## config.mk

```make
export PLATFORM = sky130hd
export DESIGN_NAME = voice_activity_gate_flat
export DESIGN_NICKNAME = d
export VERILOG_FILES = /design/src/rtl/vag_pkg.sv /design/src/rtl/vag_if.sv /design/src/rtl/vag_div.sv /design/src/rtl/vag_ctrl.sv /design/src/rtl/vag_dp.sv /design/src/rtl/voice_activity_gate.sv /design/src/flat_wrapper.sv
export SDC_FILE = /design/constraint.sdc
export NUM_CORES = 1
export LEC_CHECK = 0
export ABC_AREA = 1
export BUFFER_PORTS_ARGS = -buffer_cell sky130_fd_sc_hd__buf_2
export CAP_MARGIN = 15
export CORE_ASPECT_RATIO = 0.8
export CORE_MARGIN = 2
export CORE_UTILIZATION = 50
export CTS_BUF_LIST = sky130_fd_sc_hd__clkbuf_16
export DETAILED_ROUTE_END_ITERATION = 12
export PLACE_DENSITY = 0.67
export SYNTH_ARGS = -nofsm -noshare
export SYNTH_HDL_FRONTEND = slang
export SYNTH_SLANG_ARGS = --single-unit
```

## constraint.sdc

```tcl
create_clock -name i_clk -period 11.27 [get_ports i_clk]
set_input_delay 1.127 -clock i_clk [delete_from_list [all_inputs] [get_ports i_clk]]
set_output_delay 1.127 -clock i_clk [all_outputs]
set_load 0.02 [all_outputs]
```

## src/rtl/vag_pkg.sv

```systemverilog
// Shared types and constants of the voice activity gate.
// Register indexes, reset values, buffer action codes, controller/datapath
// command and status structs. No dependencies.
`timescale 1ns / 1ps
`default_nettype none

package vag_pkg;

    // Field widths
    localparam int SAMPLE_W   = 16;
    localparam int PEAK_W     = 16;
    localparam int CFG_IDX_W  = 3;
    localparam int CFG_DATA_W = 16;
    localparam int SPM_W      = 13;
    localparam int CLOCK_W    = 32;
    localparam int ACTION_W   = 2;

    // Default chunk length limit
    localparam int MAX_CHUNK_SAMPLES_DEF = 1024;

    // Configuration register indexes
    typedef enum logic [CFG_IDX_W-1:0] {
        REG_DETECT_ENABLE   = 3'd0,
        REG_LEVEL_THRESHOLD = 3'd1,
        REG_HEAD_MARGIN_MS  = 3'd2,
        REG_TAIL_MARGIN_MS  = 3'd3,
        REG_MIN_SAMPLE_MS   = 3'd4,
        REG_SAMPLES_PER_MS  = 3'd5,
        REG_MAX_AMPLITUDE   = 3'd6
    } t_reg_idx;

    // Register reset values
    localparam logic              RST_DETECT_ENABLE   = 1'b1;
    localparam logic [PEAK_W-1:0] RST_LEVEL_THRESHOLD = 16'd2000;
    localparam logic [PEAK_W-1:0] RST_HEAD_MARGIN_MS  = 16'd300;
    localparam logic [PEAK_W-1:0] RST_TAIL_MARGIN_MS  = 16'd300;
    localparam logic [PEAK_W-1:0] RST_MIN_SAMPLE_MS   = 16'd150;
    localparam logic [SPM_W-1:0]  RST_SAMPLES_PER_MS  = 13'd16;
    localparam logic [PEAK_W-1:0] RST_MAX_AMPLITUDE   = 16'd32767;

    // Buffer action codes for the external buffer manager
    typedef enum logic [ACTION_W-1:0] {
        ACT_HOLD    = 2'd0,
        ACT_TRIM    = 2'd1,
        ACT_RELEASE = 2'd2,
        ACT_RAW     = 2'd3
    } t_action;

    // Controller -> datapath commands
    typedef struct packed {
        logic capture;
        logic accum;
        logic div_start;
        logic div_sel_clock;
        logic take_mean;
        logic advance;
        logic gate;
        logic emit;
    } t_cmd;

    // Datapath -> controller status
    typedef struct packed {
        logic last;
        logic div_done;
        logic detect_enable;
        logic out_free;
    } t_status;

endpackage

`default_nettype wire

```

## src/rtl/vag_if.sv

```systemverilog
// Valid/ready channel interfaces of the voice activity gate:
// sample input, chunk result output and configuration write.
// Depends on vag_pkg.
`timescale 1ns / 1ps
`default_nettype none

interface vag_in_if import vag_pkg::*; ();
    logic                       valid;
    logic                       ready;
    logic signed [SAMPLE_W-1:0] sample;
    logic                       chunk_end;

    modport source (output valid, output sample, output chunk_end, input ready);
    modport sink   (input valid, input sample, input chunk_end, output ready);
endinterface

interface vag_out_if import vag_pkg::*; ();
    logic                valid;
    logic                ready;
    logic [PEAK_W-1:0]   chunk_peak;
    logic [PEAK_W-1:0]   chunk_mean;
    logic                clipped;
    logic [PEAK_W-1:0]   highest_peak;
    logic [PEAK_W-1:0]   lowest_peak;
    logic [ACTION_W-1:0] buffer_action;
    logic                listening;
    logic                complete;

    modport source (output valid, output chunk_peak, output chunk_mean, output clipped,
                    output highest_peak, output lowest_peak, output buffer_action,
                    output listening, output complete, input ready);
    modport sink   (input valid, input chunk_peak, input chunk_mean, input clipped,
                    input highest_peak, input lowest_peak, input buffer_action,
                    input listening, input complete, output ready);
endinterface

interface vag_cfg_if import vag_pkg::*; ();
    logic                  valid;
    logic                  ready;
    logic [CFG_IDX_W-1:0]  index;
    logic [CFG_DATA_W-1:0] data;

    modport source (output valid, output index, output data, input ready);
    modport sink   (input valid, input index, input data, output ready);
endinterface

`default_nettype wire

```

## src/rtl/vag_div.sv

```systemverilog
// Restoring divider, one quotient bit per cycle, shared by the mean and
// millisecond clock computations. Depends on nothing but its parameters.
`timescale 1ns / 1ps
`default_nettype none

module vag_div #(
    parameter int DIVIDEND_W = 27,
    parameter int DIVISOR_W  = 13
) (
    input  wire logic                  i_clk,
    input  wire logic                  i_rst_n,
    input  wire logic                  i_start,
    input  wire logic [DIVIDEND_W-1:0] i_dividend,
    input  wire logic [DIVISOR_W-1:0]  i_divisor,
    output logic      [DIVIDEND_W-1:0] o_quotient,
    output logic                       o_done
);

    localparam int CNT_W = $clog2(DIVIDEND_W + 1);

    logic [DIVIDEND_W-1:0] r_quo;
    logic [DIVISOR_W-1:0]  r_rem;
    logic [DIVISOR_W-1:0]  r_div;
    logic [CNT_W-1:0]      r_cnt;
    logic                  r_busy;
    logic                  r_done;
    logic [DIVISOR_W:0]    w_shift;
    logic [DIVISOR_W:0]    w_diff;
    logic                  w_fits;

    // Shift next dividend bit into the partial remainder and trial-subtract
    assign w_shift = {r_rem, r_quo[DIVIDEND_W-1]};
    assign w_fits  = (w_shift >= {1'b0, r_div});
    assign w_diff  = w_shift - {1'b0, r_div};

    // Step counter and handshake
    always_ff @(posedge i_clk) begin
        if (!i_rst_n) begin
            r_busy <= 1'b0;
            r_done <= 1'b0;
            r_cnt  <= '0;
        end else begin
            r_done <= 1'b0;
            if (i_start) begin
                r_busy <= 1'b1;
                r_cnt  <= CNT_W'(DIVIDEND_W);
            end else if (r_busy) begin
                r_cnt <= r_cnt - 1'b1;
                if (r_cnt == CNT_W'(1)) begin
                    r_busy <= 1'b0;
                    r_done <= 1'b1;
                end
            end
        end
    end

    // Remainder and quotient shifting
    always_ff @(posedge i_clk) begin
        if (i_start) begin
            r_quo <= i_dividend;
            r_rem <= '0;
            r_div <= i_divisor;
        end else if (r_busy) begin
            r_quo <= {r_quo[DIVIDEND_W-2:0], w_fits};
            r_rem <= w_fits ? w_diff[DIVISOR_W-1:0] : w_shift[DIVISOR_W-1:0];
        end
    end

    assign o_quotient = r_quo;
    assign o_done     = r_done;

endmodule

`default_nettype wire

```

## src/rtl/vag_ctrl.sv

```systemverilog
// Sequencing state machine of the voice activity gate: accumulate, divide,
// advance the clock, run the gate, hand off the result. Depends on vag_pkg.
`timescale 1ns / 1ps
`default_nettype none

module vag_ctrl import vag_pkg::*; (
    input  wire logic    i_clk,
    input  wire logic    i_rst_n,
    input  wire logic    i_in_valid,
    input  wire t_status i_status,
    output logic         o_in_ready,
    output t_cmd         o_cmd
);

    typedef enum logic [2:0] {
        S_IDLE,
        S_ACC,
        S_MEAN_GO,
        S_MEAN_WAIT,
        S_CLK_GO,
        S_CLK_WAIT,
        S_GATE,
        S_EMIT
    } t_state;

    t_state r_state;
    t_state n_state;

    // Next state and command decode
    always_comb begin
        n_state = r_state;
        o_cmd   = '0;
        case (r_state)
            S_IDLE: begin
                if (i_in_valid) begin
                    o_cmd.capture = 1'b1;
                    n_state       = S_ACC;
                end
            end
            S_ACC: begin
                o_cmd.accum = 1'b1;
                n_state     = i_status.last ? S_MEAN_GO : S_IDLE;
            end
            S_MEAN_GO: begin
                o_cmd.div_start = 1'b1;
                n_state         = S_MEAN_WAIT;
            end
            S_MEAN_WAIT: begin
                if (i_status.div_done) begin
                    o_cmd.take_mean = 1'b1;
                    n_state         = i_status.detect_enable ? S_CLK_GO : S_GATE;
                end
            end
            S_CLK_GO: begin
                o_cmd.div_start     = 1'b1;
                o_cmd.div_sel_clock = 1'b1;
                n_state             = S_CLK_WAIT;
            end
            S_CLK_WAIT: begin
                o_cmd.div_sel_clock = 1'b1;
                if (i_status.div_done) begin
                    o_cmd.advance = 1'b1;
                    n_state       = S_GATE;
                end
            end
            S_GATE: begin
                o_cmd.gate = 1'b1;
                n_state    = S_EMIT;
            end
            S_EMIT: begin
                if (i_status.out_free) begin
                    o_cmd.emit = 1'b1;
                    n_state    = S_IDLE;
                end
            end
            default: begin
                n_state = S_IDLE;
            end
        endcase
    end

    // State register
    always_ff @(posedge i_clk) begin
        if (!i_rst_n) begin
            r_state <= S_IDLE;
        end else begin
            r_state <= n_state;
        end
    end

    assign o_in_ready = (r_state == S_IDLE);

endmodule

`default_nettype wire

```

## src/rtl/vag_dp.sv

```systemverilog
// Datapath of the voice activity gate: configuration registers, chunk
// accumulators, shared divider, peak statistics, gate state and the output
// register. Depends on vag_pkg, vag_if and vag_div.
`timescale 1ns / 1ps
`default_nettype none

module vag_dp import vag_pkg::*; #(
    parameter int MAX_CHUNK_SAMPLES = MAX_CHUNK_SAMPLES_DEF
) (
    input  wire logic                       i_clk,
    input  wire logic                       i_rst_n,
    input  wire t_cmd                       i_cmd,
    output t_status                         o_status,
    input  wire logic signed [SAMPLE_W-1:0] i_sample,
    input  wire logic                       i_chunk_end,
    vag_cfg_if.sink                         i_cfg,
    vag_out_if.source                       o_out
);

    localparam int CNT_W = $clog2(MAX_CHUNK_SAMPLES + 1);
    localparam int SUM_W = SAMPLE_W + CNT_W;
    localparam int DVS_W = (CNT_W > SPM_W) ? CNT_W : SPM_W;

    // Configuration
    logic              r_detect_enable;
    logic [PEAK_W-1:0] r_level_threshold;
    logic [PEAK_W-1:0] r_tail_margin_ms;
    logic [PEAK_W-1:0] r_min_sample_ms;
    logic [SPM_W-1:0]  r_samples_per_ms;
    logic [PEAK_W-1:0] r_max_amplitude;

    // Captured word and chunk accumulators
    logic [SAMPLE_W-1:0] r_sample;
    logic                r_chunk_end;
    logic [PEAK_W-1:0]   r_run_peak;
    logic [SUM_W-1:0]    r_run_sum;
    logic [CNT_W-1:0]    r_run_count;
    logic [PEAK_W-1:0]   w_mag;
    logic [CNT_W-1:0]    w_count_inc;

    // Divider
    logic [SUM_W-1:0] w_dividend;
    logic [DVS_W-1:0] w_divisor;
    logic [SUM_W-1:0] w_quo;
    logic             w_div_done;
    logic [SPM_W-1:0] w_spm;

    // Statistics, clock and gate
    logic [PEAK_W-1:0]  r_mean;
    logic [PEAK_W-1:0]  r_top_peak;
    logic [PEAK_W-1:0]  r_bottom_peak;
    logic [PEAK_W-1:0]  r_prev_level;
    logic [CLOCK_W-1:0] r_clock_ms;
    logic [CLOCK_W-1:0] r_time_below;
    logic [CLOCK_W-1:0] r_time_above;
    logic               r_await_start;
    logic               r_await_finish;
    logic               r_recording;
    logic               n_await_start;
    logic               n_await_finish;
    logic               n_recording;
    logic [CLOCK_W-1:0] n_time_below;
    logic [CLOCK_W-1:0] n_time_above;
    logic [CLOCK_W-1:0] w_since_below;
    logic [CLOCK_W-1:0] w_since_above;
    logic               w_pass;
    logic               w_trim;
    logic               w_listen;
    logic               w_done;
    t_action            w_action;
    logic               w_clip;

    // Gate results awaiting hand-off
    t_action r_res_action;
    logic    r_res_listen;
    logic    r_res_done;
    logic    r_res_clip;

    // Output register
    logic                r_out_valid;
    logic [PEAK_W-1:0]   r_out_peak;
    logic [PEAK_W-1:0]   r_out_mean;
    logic                r_out_clip;
    logic [PEAK_W-1:0]   r_out_high;
    logic [PEAK_W-1:0]   r_out_low;
    logic [ACTION_W-1:0] r_out_action;
    logic                r_out_listen;
    logic                r_out_done;

    // Configuration writes; unknown indexes are dropped
    assign i_cfg.ready = 1'b1;

    always_ff @(posedge i_clk) begin
        if (!i_rst_n) begin
            r_detect_enable   <= RST_DETECT_ENABLE;
            r_level_threshold <= RST_LEVEL_THRESHOLD;
            r_tail_margin_ms  <= RST_TAIL_MARGIN_MS;
            r_min_sample_ms   <= RST_MIN_SAMPLE_MS;
            r_samples_per_ms  <= RST_SAMPLES_PER_MS;
            r_max_amplitude   <= RST_MAX_AMPLITUDE;
        end else if (i_cfg.valid) begin
            case (i_cfg.index)
                REG_DETECT_ENABLE:   r_detect_enable   <= i_cfg.data[0];
                REG_LEVEL_THRESHOLD: r_level_threshold <= i_cfg.data;
                REG_HEAD_MARGIN_MS: begin
                    // head margin is applied by the external buffer manager
                end
                REG_TAIL_MARGIN_MS:  r_tail_margin_ms  <= i_cfg.data;
                REG_MIN_SAMPLE_MS:   r_min_sample_ms   <= i_cfg.data;
                REG_SAMPLES_PER_MS:  r_samples_per_ms  <= i_cfg.data[SPM_W-1:0];
                REG_MAX_AMPLITUDE:   r_max_amplitude   <= i_cfg.data;
                default: begin
                end
            endcase
        end
    end

    // Capture the accepted word
    always_ff @(posedge i_clk) begin
        if (i_cmd.capture) begin
            r_sample    <= i_sample;
            r_chunk_end <= i_chunk_end;
        end
    end

    // Magnitude; the most negative sample maps to 2^(SAMPLE_W-1)
    assign w_mag       = r_sample[SAMPLE_W-1] ? (~r_sample + 1'b1) : r_sample;
    assign w_count_inc = r_run_count + 1'b1;

    // Chunk accumulators, cleared when the result is handed off
    always_ff @(posedge i_clk) begin
        if (!i_rst_n) begin
            r_run_peak  <= '0;
            r_run_sum   <= '0;
            r_run_count <= '0;
        end else if (i_cmd.accum) begin
            if (w_mag > r_run_peak) begin
                r_run_peak <= w_mag;
            end
            r_run_sum   <= r_run_sum + SUM_W'(w_mag);
            r_run_count <= w_count_inc;
        end else if (i_cmd.emit) begin
            r_run_peak  <= '0;
            r_run_sum   <= '0;
            r_run_count <= '0;
        end
    end

    // Divider operands: sum / count for the mean, count / rate for the clock
    assign w_spm      = (r_samples_per_ms == '0) ? SPM_W'(1) : r_samples_per_ms;
    assign w_dividend = i_cmd.div_sel_clock ? SUM_W'(r_run_count) : r_run_sum;
    assign w_divisor  = i_cmd.div_sel_clock ? DVS_W'(w_spm) : DVS_W'(r_run_count);

    vag_div #(
        .DIVIDEND_W (SUM_W),
        .DIVISOR_W  (DVS_W)
    ) u_div (
        .i_clk      (i_clk),
        .i_rst_n    (i_rst_n),
        .i_start    (i_cmd.div_start),
        .i_dividend (w_dividend),
        .i_divisor  (w_divisor),
        .o_quotient (w_quo),
        .o_done     (w_div_done)
    );

    always_ff @(posedge i_clk) begin
        if (i_cmd.take_mean) begin
            r_mean <= PEAK_W'(w_quo);
        end
    end

    // Elapsed times wrap with the 32-bit clock
    assign w_since_below = r_clock_ms - r_time_below;
    assign w_since_above = r_clock_ms - r_time_above;

    // Clip when peak + 1 reaches full scale (a zero full scale always clips)
    assign w_clip = ({1'b0, r_run_peak} + 1'b1) >= {1'b0, r_max_amplitude};

    // Threshold gate with minimum-length start and tail hangover
    always_comb begin
        n_await_start  = r_await_start;
        n_await_finish = r_await_finish;
        n_recording    = r_recording;
        n_time_below   = r_time_below;
        n_time_above   = r_time_above;
        w_pass         = 1'b0;
        w_trim         = 1'b0;
        w_listen       = 1'b0;
        w_done         = 1'b0;
        if (r_run_peak > r_level_threshold) begin
            if (r_prev_level > r_level_threshold) begin
                if (r_await_start) begin
                    if (w_since_below > CLOCK_W'(r_min_sample_ms)) begin
                        n_await_start  = 1'b0;
                        n_await_finish = 1'b1;
                        if (!r_recording) begin
                            w_listen    = 1'b1;
                            w_pass      = 1'b1;
                            n_recording = 1'b1;
                        end
                    end
                end else begin
                    w_pass = 1'b1;
                end
            end
            n_time_above = r_clock_ms;
        end else begin
            n_await_start = 1'b1;
            if (r_prev_level < r_level_threshold) begin
                if (r_await_finish) begin
                    w_pass = 1'b1;
                    if (w_since_above > CLOCK_W'(r_tail_margin_ms)) begin
                        n_recording    = 1'b0;
                        n_await_finish = 1'b0;
                        w_done         = 1'b1;
                    end
                end else begin
                    w_trim = 1'b1;
                end
            end
            n_time_below = r_clock_ms;
        end
        if (w_pass) begin
            w_action = ACT_RELEASE;
        end else if (w_trim) begin
            w_action = ACT_TRIM;
        end else begin
            w_action = ACT_HOLD;
        end
    end

    // Clock, gate state and peak statistics
    always_ff @(posedge i_clk) begin
        if (!i_rst_n) begin
            r_clock_ms     <= '0;
            r_time_below   <= '0;
            r_time_above   <= '0;
            r_prev_level   <= '0;
            r_await_start  <= 1'b1;
            r_await_finish <= 1'b0;
            r_recording    <= 1'b0;
            r_top_peak     <= '0;
            r_bottom_peak  <= RST_MAX_AMPLITUDE;
        end else begin
            if (i_cmd.advance) begin
                r_clock_ms <= r_clock_ms + CLOCK_W'(w_quo);
            end
            if (i_cmd.gate) begin
                if (r_run_peak > r_top_peak) begin
                    r_top_peak <= r_run_peak;
                end
                if (r_run_peak < r_bottom_peak) begin
                    r_bottom_peak <= r_run_peak;
                end
                if (r_detect_enable) begin
                    r_await_start  <= n_await_start;
                    r_await_finish <= n_await_finish;
                    r_recording    <= n_recording;
                    r_time_below   <= n_time_below;
                    r_time_above   <= n_time_above;
                    r_prev_level   <= r_run_peak;
                end
            end
        end
    end

    // Per-chunk gate results
    always_ff @(posedge i_clk) begin
        if (i_cmd.gate) begin
            r_res_clip <= w_clip;
            if (r_detect_enable) begin
                r_res_action <= w_action;
                r_res_listen <= w_listen;
                r_res_done   <= w_done;
            end else begin
                r_res_action <= ACT_RAW;
                r_res_listen <= 1'b0;
                r_res_done   <= 1'b0;
            end
        end
    end

    // Output register: valid holds until the sink takes the word
    always_ff @(posedge i_clk) begin
        if (!i_rst_n) begin
            r_out_valid <= 1'b0;
        end else if (i_cmd.emit) begin
            r_out_valid <= 1'b1;
        end else if (o_out.ready) begin
            r_out_valid <= 1'b0;
        end
    end

    always_ff @(posedge i_clk) begin
        if (i_cmd.emit) begin
            r_out_peak   <= r_run_peak;
            r_out_mean   <= r_mean;
            r_out_clip   <= r_res_clip;
            r_out_high   <= r_top_peak;
            r_out_low    <= r_bottom_peak;
            r_out_action <= r_res_action;
            r_out_listen <= r_res_listen;
            r_out_done   <= r_res_done;
        end
    end

    assign o_out.valid         = r_out_valid;
    assign o_out.chunk_peak    = r_out_peak;
    assign o_out.chunk_mean    = r_out_mean;
    assign o_out.clipped       = r_out_clip;
    assign o_out.highest_peak  = r_out_high;
    assign o_out.lowest_peak   = r_out_low;
    assign o_out.buffer_action = r_out_action;
    assign o_out.listening     = r_out_listen;
    assign o_out.complete      = r_out_done;

    // Status to the controller
    assign o_status.last          = r_chunk_end || (w_count_inc == CNT_W'(MAX_CHUNK_SAMPLES));
    assign o_status.div_done      = w_div_done;
    assign o_status.detect_enable = r_detect_enable;
    assign o_status.out_free      = !r_out_valid || o_out.ready;

endmodule

`default_nettype wire

```

## src/rtl/voice_activity_gate.sv

```systemverilog
// Voice activity gate top level: controller plus datapath.
// Samples enter on i_in (valid/ready), one word per chunk result leaves on
// o_out, registers are written through i_cfg (always ready, index 0..6).
// Sample handling:
//   - a sample that does not end a chunk is captured, then accumulated;
//   - a chunk-ending sample also runs the shared one-bit-per-cycle divider,
//     SUM_W = 16 + clog2(MAX_CHUNK_SAMPLES + 1) steps per division: once for
//     the mean, and once more for the millisecond clock when detection is on.
//     The gate then runs and the result is registered in the output register.
//   - one sample is in work at a time; the divider sets the chunk-end cost.
// A chunk closes on chunk_end or when it reaches MAX_CHUNK_SAMPLES samples.
// Reset (synchronous, active low) loads register defaults, clears the
// accumulators and statistics, and arms the gate to wait for a start.
// Output stall: the result word sits in the output register until taken;
// samples that do not end a chunk keep being accepted meanwhile, and the
// next chunk end waits until the output register frees.
`timescale 1ns / 1ps
`default_nettype none

module voice_activity_gate import vag_pkg::*; #(
    parameter int MAX_CHUNK_SAMPLES = MAX_CHUNK_SAMPLES_DEF
) (
    input  wire logic i_clk,
    input  wire logic i_rst_n,
    vag_in_if.sink    i_in,
    vag_out_if.source o_out,
    vag_cfg_if.sink   i_cfg
);

    t_cmd    w_cmd;
    t_status w_status;
    logic    w_in_ready;

    assign i_in.ready = w_in_ready;

    // Sequencer
    vag_ctrl u_ctrl (
        .i_clk      (i_clk),
        .i_rst_n    (i_rst_n),
        .i_in_valid (i_in.valid),
        .i_status   (w_status),
        .o_in_ready (w_in_ready),
        .o_cmd      (w_cmd)
    );

    // Datapath
    vag_dp #(
        .MAX_CHUNK_SAMPLES (MAX_CHUNK_SAMPLES)
    ) u_dp (
        .i_clk       (i_clk),
        .i_rst_n     (i_rst_n),
        .i_cmd       (w_cmd),
        .o_status    (w_status),
        .i_sample    (i_in.sample),
        .i_chunk_end (i_in.chunk_end),
        .i_cfg       (i_cfg),
        .o_out       (o_out)
    );

endmodule

`default_nettype wire
```

## src/flat_wrapper.sv

```systemverilog
// flat-port wrapper written by rule: the top's interface ports become plain ports
module voice_activity_gate_flat import vag_pkg::*;
#(
    parameter int MAX_CHUNK_SAMPLES = MAX_CHUNK_SAMPLES_DEF
)
  (i_clk, i_rst_n, i_in_valid, i_in_sample, i_in_chunk_end, i_in_ready, o_out_valid, o_out_chunk_peak, o_out_chunk_mean, o_out_clipped, o_out_highest_peak, o_out_lowest_peak, o_out_buffer_action, o_out_listening, o_out_complete, o_out_ready, i_cfg_valid, i_cfg_index, i_cfg_data, i_cfg_ready);
  vag_in_if i_in_i ();
  vag_out_if o_out_i ();
  vag_cfg_if i_cfg_i ();
  input  wire logic i_clk;
  input  wire logic i_rst_n;
  input wire logic [$bits(i_in_i.valid)-1:0] i_in_valid;
  input wire logic [$bits(i_in_i.sample)-1:0] i_in_sample;
  input wire logic [$bits(i_in_i.chunk_end)-1:0] i_in_chunk_end;
  output wire logic [$bits(i_in_i.ready)-1:0] i_in_ready;
  output wire logic [$bits(o_out_i.valid)-1:0] o_out_valid;
  output wire logic [$bits(o_out_i.chunk_peak)-1:0] o_out_chunk_peak;
  output wire logic [$bits(o_out_i.chunk_mean)-1:0] o_out_chunk_mean;
  output wire logic [$bits(o_out_i.clipped)-1:0] o_out_clipped;
  output wire logic [$bits(o_out_i.highest_peak)-1:0] o_out_highest_peak;
  output wire logic [$bits(o_out_i.lowest_peak)-1:0] o_out_lowest_peak;
  output wire logic [$bits(o_out_i.buffer_action)-1:0] o_out_buffer_action;
  output wire logic [$bits(o_out_i.listening)-1:0] o_out_listening;
  output wire logic [$bits(o_out_i.complete)-1:0] o_out_complete;
  input wire logic [$bits(o_out_i.ready)-1:0] o_out_ready;
  input wire logic [$bits(i_cfg_i.valid)-1:0] i_cfg_valid;
  input wire logic [$bits(i_cfg_i.index)-1:0] i_cfg_index;
  input wire logic [$bits(i_cfg_i.data)-1:0] i_cfg_data;
  output wire logic [$bits(i_cfg_i.ready)-1:0] i_cfg_ready;
  assign i_in_i.valid = i_in_valid;
  assign i_in_i.sample = i_in_sample;
  assign i_in_i.chunk_end = i_in_chunk_end;
  assign i_in_ready = i_in_i.ready;
  assign o_out_valid = o_out_i.valid;
  assign o_out_chunk_peak = o_out_i.chunk_peak;
  assign o_out_chunk_mean = o_out_i.chunk_mean;
  assign o_out_clipped = o_out_i.clipped;
  assign o_out_highest_peak = o_out_i.highest_peak;
  assign o_out_lowest_peak = o_out_i.lowest_peak;
  assign o_out_buffer_action = o_out_i.buffer_action;
  assign o_out_listening = o_out_i.listening;
  assign o_out_complete = o_out_i.complete;
  assign o_out_i.ready = o_out_ready;
  assign i_cfg_i.valid = i_cfg_valid;
  assign i_cfg_i.index = i_cfg_index;
  assign i_cfg_i.data = i_cfg_data;
  assign i_cfg_ready = i_cfg_i.ready;
  voice_activity_gate #(.MAX_CHUNK_SAMPLES(MAX_CHUNK_SAMPLES)) u_core (.i_clk(i_clk), .i_rst_n(i_rst_n), .i_in(i_in_i), .o_out(o_out_i), .i_cfg(i_cfg_i));
endmodule
```

==> impl_metrics.env <==
export IMPL_cts_root_buf="clkbuf_16"
export IMPL_hold_depth=0
export IMPL_yosysTopAreaCell="dfxtp_1"
export IMPL_power_density_nw_per_um2=132.2
export IMPL_antenna_left=0
export IMPL_cp_top_family="simple AND/OR/NAND/NOR gates"
export IMPL_grt_first_pass_wirelength_um=118800
export IMPL_setup_ws_ps=7399
export IMPL_grt_setup_unrepaired="no"
export IMPL_critPathKind="reg -> reg"
export IMPL_num_antenna_cells=0
export IMPL_maxSlewHeadroom=0.3241
export IMPL_overflow=0
export IMPL_grt_pass1_vias=21460
export IMPL_avgSynthCellArea_um2=7.419
export IMPL_ios=113
export IMPL_drv_cap=0
export IMPL_tightest_slew_ps=1010
export IMPL_crit_buf_inv=6
export IMPL_hold_class="reg -> reg"
export IMPL_clock_skew_ps=37.92
export IMPL_setup_violations=0
export IMPL_fin_nets=4103
export IMPL_slew_viol_final=0
export IMPL_synth_area_um2=27650
export IMPL_vdd_drop_max_mv=0.1180
export IMPL_total_power_mw=4.018
export IMPL_startpoint_type="register"
export IMPL_grt_max_degree=100
export IMPL_dp_slack_ps=7466
export IMPL_synth_cells=3727
export IMPL_outcome="finished, final reports clean"
export IMPL_grt_total_usage=0.2604
export IMPL_synthesis_nets=4023
export IMPL_portBuffers=111
export IMPL_cp_startpoint="u_core.u_dp.r_sample[2]$_DFFE_PP_"
export IMPL_fin_cells=4556
export IMPL_die_h_um=214.3
export IMPL_max_clock_path_buffers=3
export IMPL_critPathSlowestCell="inv_1"
export IMPL_ys_flop_type="dfxtp_1"
export IMPL_synth_edf_count=147
export IMPL_rows=77
export IMPL_antenna_found_initial=0
export IMPL_syn_to_final_growth_pct=9.924
export IMPL_r2r_slack_ps=7400
export IMPL_core_area_um2=54920
export IMPL_cts_hold_buffers=0
export IMPL_hpwl_um=56090
export IMPL_synth_warnings=0
export IMPL_crit_arrival_ps=4390
export IMPL_hp_start="u_core.u_dp.r_mean[10]$_DFFE_PP_"
export IMPL_hold_path_endpoint="u_core.u_dp.o_out.chunk_mean[10]$_DFFE_PP_"
export IMPL_drive_gt1_frac=0.07542
export IMPL_clock_sinks=450
export IMPL_worstPathMaxFanout=30
export IMPL_fin_setup_tns_ps=0
export IMPL_routed_wl_um=75180
export IMPL_drc=0
export IMPL_ctsHtreeMaxLevel=2
export IMPL_clock_fmax_mhz=258.3
export IMPL_netlist_area_leader_share=0.2194
export IMPL_place_gp_congestion=0.9244
export IMPL_crit_top_cell="inv_1"
export IMPL_ys_types=62
export IMPL_hold_viol=0
export IMPL_slowest_delay_ps=630
export IMPL_r2r_end="u_core.u_dp.r_run_peak[3]$_SDFFE_PN0P_"
export IMPL_synth_async_reset_ratio=0
export IMPL_drt_iter0_drc=2271
export IMPL_cts_buffers=46
export IMPL_cts_resized=0
export IMPL_initial_utilization=0.5035
export IMPL_die_w_um=266.9
export IMPL_fp_dieArea_um2=57210
export IMPL_wire_per_inst_um=16.50
export IMPL_synthTopCellsByArea="dfxtp_1, edfxtp_1, ha_1"
export IMPL_period_share=0.3435
export IMPL_nFillCells=5226
export IMPL_cts_setup_buffers=0
export IMPL_whs_ps=418.2
export IMPL_insertion_delay_ps=610
export IMPL_ys_seq_area_frac=0.3790
export IMPL_r2r_cells=25
export IMPL_num_vias=24180
export IMPL_cts_tree="done"
export IMPL_firstDrtPassIters=5
export IMPL_crit_path_end_kind="register"
export IMPL_period_minus_slack_ps=3871
export IMPL_worstReg2RegStart="u_core.u_dp.r_sample[2]$_DFFE_PP_"
export IMPL_clk_pin_slew_ps=60
export IMPL_synth_seq_cells=450
export IMPL_required_ps=11790
export IMPL_place_inst=4469
export IMPL_viasPerCell=5.308
export IMPL_p_leak_nw=14.60
-- worst max path at each step --
stage / cells past startpoint / endpoint
after floorplan: 8 / u_core.u_dp.r_run_peak[10]$_SDFFE_PN0P_
after detailed placement: 25 / u_core.u_dp.r_run_peak[9]$_SDFFE_PN0P_
after CTS: 25 / u_core.u_dp.r_run_peak[9]$_SDFFE_PN0P_
final: 25 / u_core.u_dp.r_run_peak[3]$_SDFFE_PN0P_
after global routing: 25 / u_core.u_dp.r_run_peak[9]$_SDFFE_PN0P_
after global placement: 25 / u_core.u_dp.r_run_peak[3]$_SDFFE_PN0P_
-- sequential cells by signal (all words and copies together) (netlist names), 27 cells and up --
register,flops
u_core.u_dp.r_time_above,32
u_core.u_dp.r_clock_ms,32
u_core.u_dp.r_run_sum,27
u_core.u_dp.u_div.o_quotient,27
u_core.u_dp.r_time_below,32
-- cell usage after synthesis (5+ instances only) --
library cell  instances
nand2_1             819
inv_1               615
a21oi_1             386
dfxtp_1             303
o21ai_0             269
ha_1                250
nor2_1              250
edfxtp_1            147
nand3_1             122
clkbuf_1             87
xor2_1               74
o211ai_1             59
nor3_1               39
nand2_2              29
nand4_1              29
o21bai_1             26
o21ai_1              20
a211oi_1             19
a31oi_1              19
xnor2_1              17
inv_2                14
nor2_2               12
nand3b_1              8
a22o_1                7
a21o_1                6
buf_2                 6
nand3_2               6
nor4_1                6
a21oi_2               5
fa_1                  5
o21a_1                5
-- worst register-to-register path, delay by kind of cell, from the launching register on --
kind                       cells  cell delay (ps)
adders and majority gates      1              290
xor gates and xnor gates       1              270
DFF                            1              410
buffers and inverters          6              920
AOI/OAI and AO/OA              3              430
and+or+nand+nor               14             1480
-- layout make-up --
| cell class | instances | area, µm² | share of cell area |
|---|---|---|---|
| inverter | 631 | 2369 | 0.07793 |
| tap | 711 | 889.6 | 0.02927 |
| sequential | 450 | 10480 | 0.3448 |
| clock inverter | 40 | 354.1 | 0.01165 |
| multi-input combinational | 2550 | 14450 | 0.4755 |
| clock buffer | 46 | 1151 | 0.03787 |
| timing repair buffer | 128 | 696.9 | 0.02293 |
-- power breakdown --
| group | internal, mW | switching, mW |
|---|---|---|
| registers | 1.74 | 0.0960 |
| logic | 0.222 | 0.415 |
| clock network | 0.848 | 0.692 |
-- metrics by stage --
step                      instance area, µm²    util
after detailed placement               28870  0.5258
after global routing                   30390  0.5535
final                                  30390  0.5535
after floorplan                        27650       -
after global placement                 28870  0.5258
after CTS                              30380  0.5532
-- placed cells by master (no fill, tap or decap), drive strengths merged, types with 9 or more instances in the layout --
cell type	n
nand2	850
inv	641
a21oi	391
dfxtp	303
o21ai	289
nor2	262
ha	250
edfxtp	147
nand3	128
buf	128
xor2	74
o211ai	59
clkbuf	46
nor3	41
nand4	29
o21bai	26
clkinv	21
a31oi	19
a211oi	19
xnor2	17
nand3b	9
-- per-layer routing --
| metal | part of all wire | GRT usage |
|---|---|---|
| met3 | 0.065 | 0.03445 |
| met1 | 0.49 | 0.3900 |
| met4 | 0.023 | 0.06667 |
| met5 | 0 | 0 |
| met2 | 0.43 | 0.3941 |
-- logic make-up (layout without fill, tap and decap cells) --
| family | Yosys count | after routing | share of synthesized area |
|---|---|---|---|
| buffers and inverters | 727 | 845 | 0.09924 |
| and+or+nand+nor | 1344 | 1344 | 0.2030 |
| xor gates and xnor gates | 91 | 91 | 0.02883 |
| AOI/OAI and AO/OA | 859 | 859 | 0.1730 |
| DFF | 450 | 450 | 0.3790 |
| other | 1 | 1 | 0.0001356 |
| adders and majority gates | 255 | 255 | 0.1168 |
Note: power is estimated with default switching activity, not from simulation.
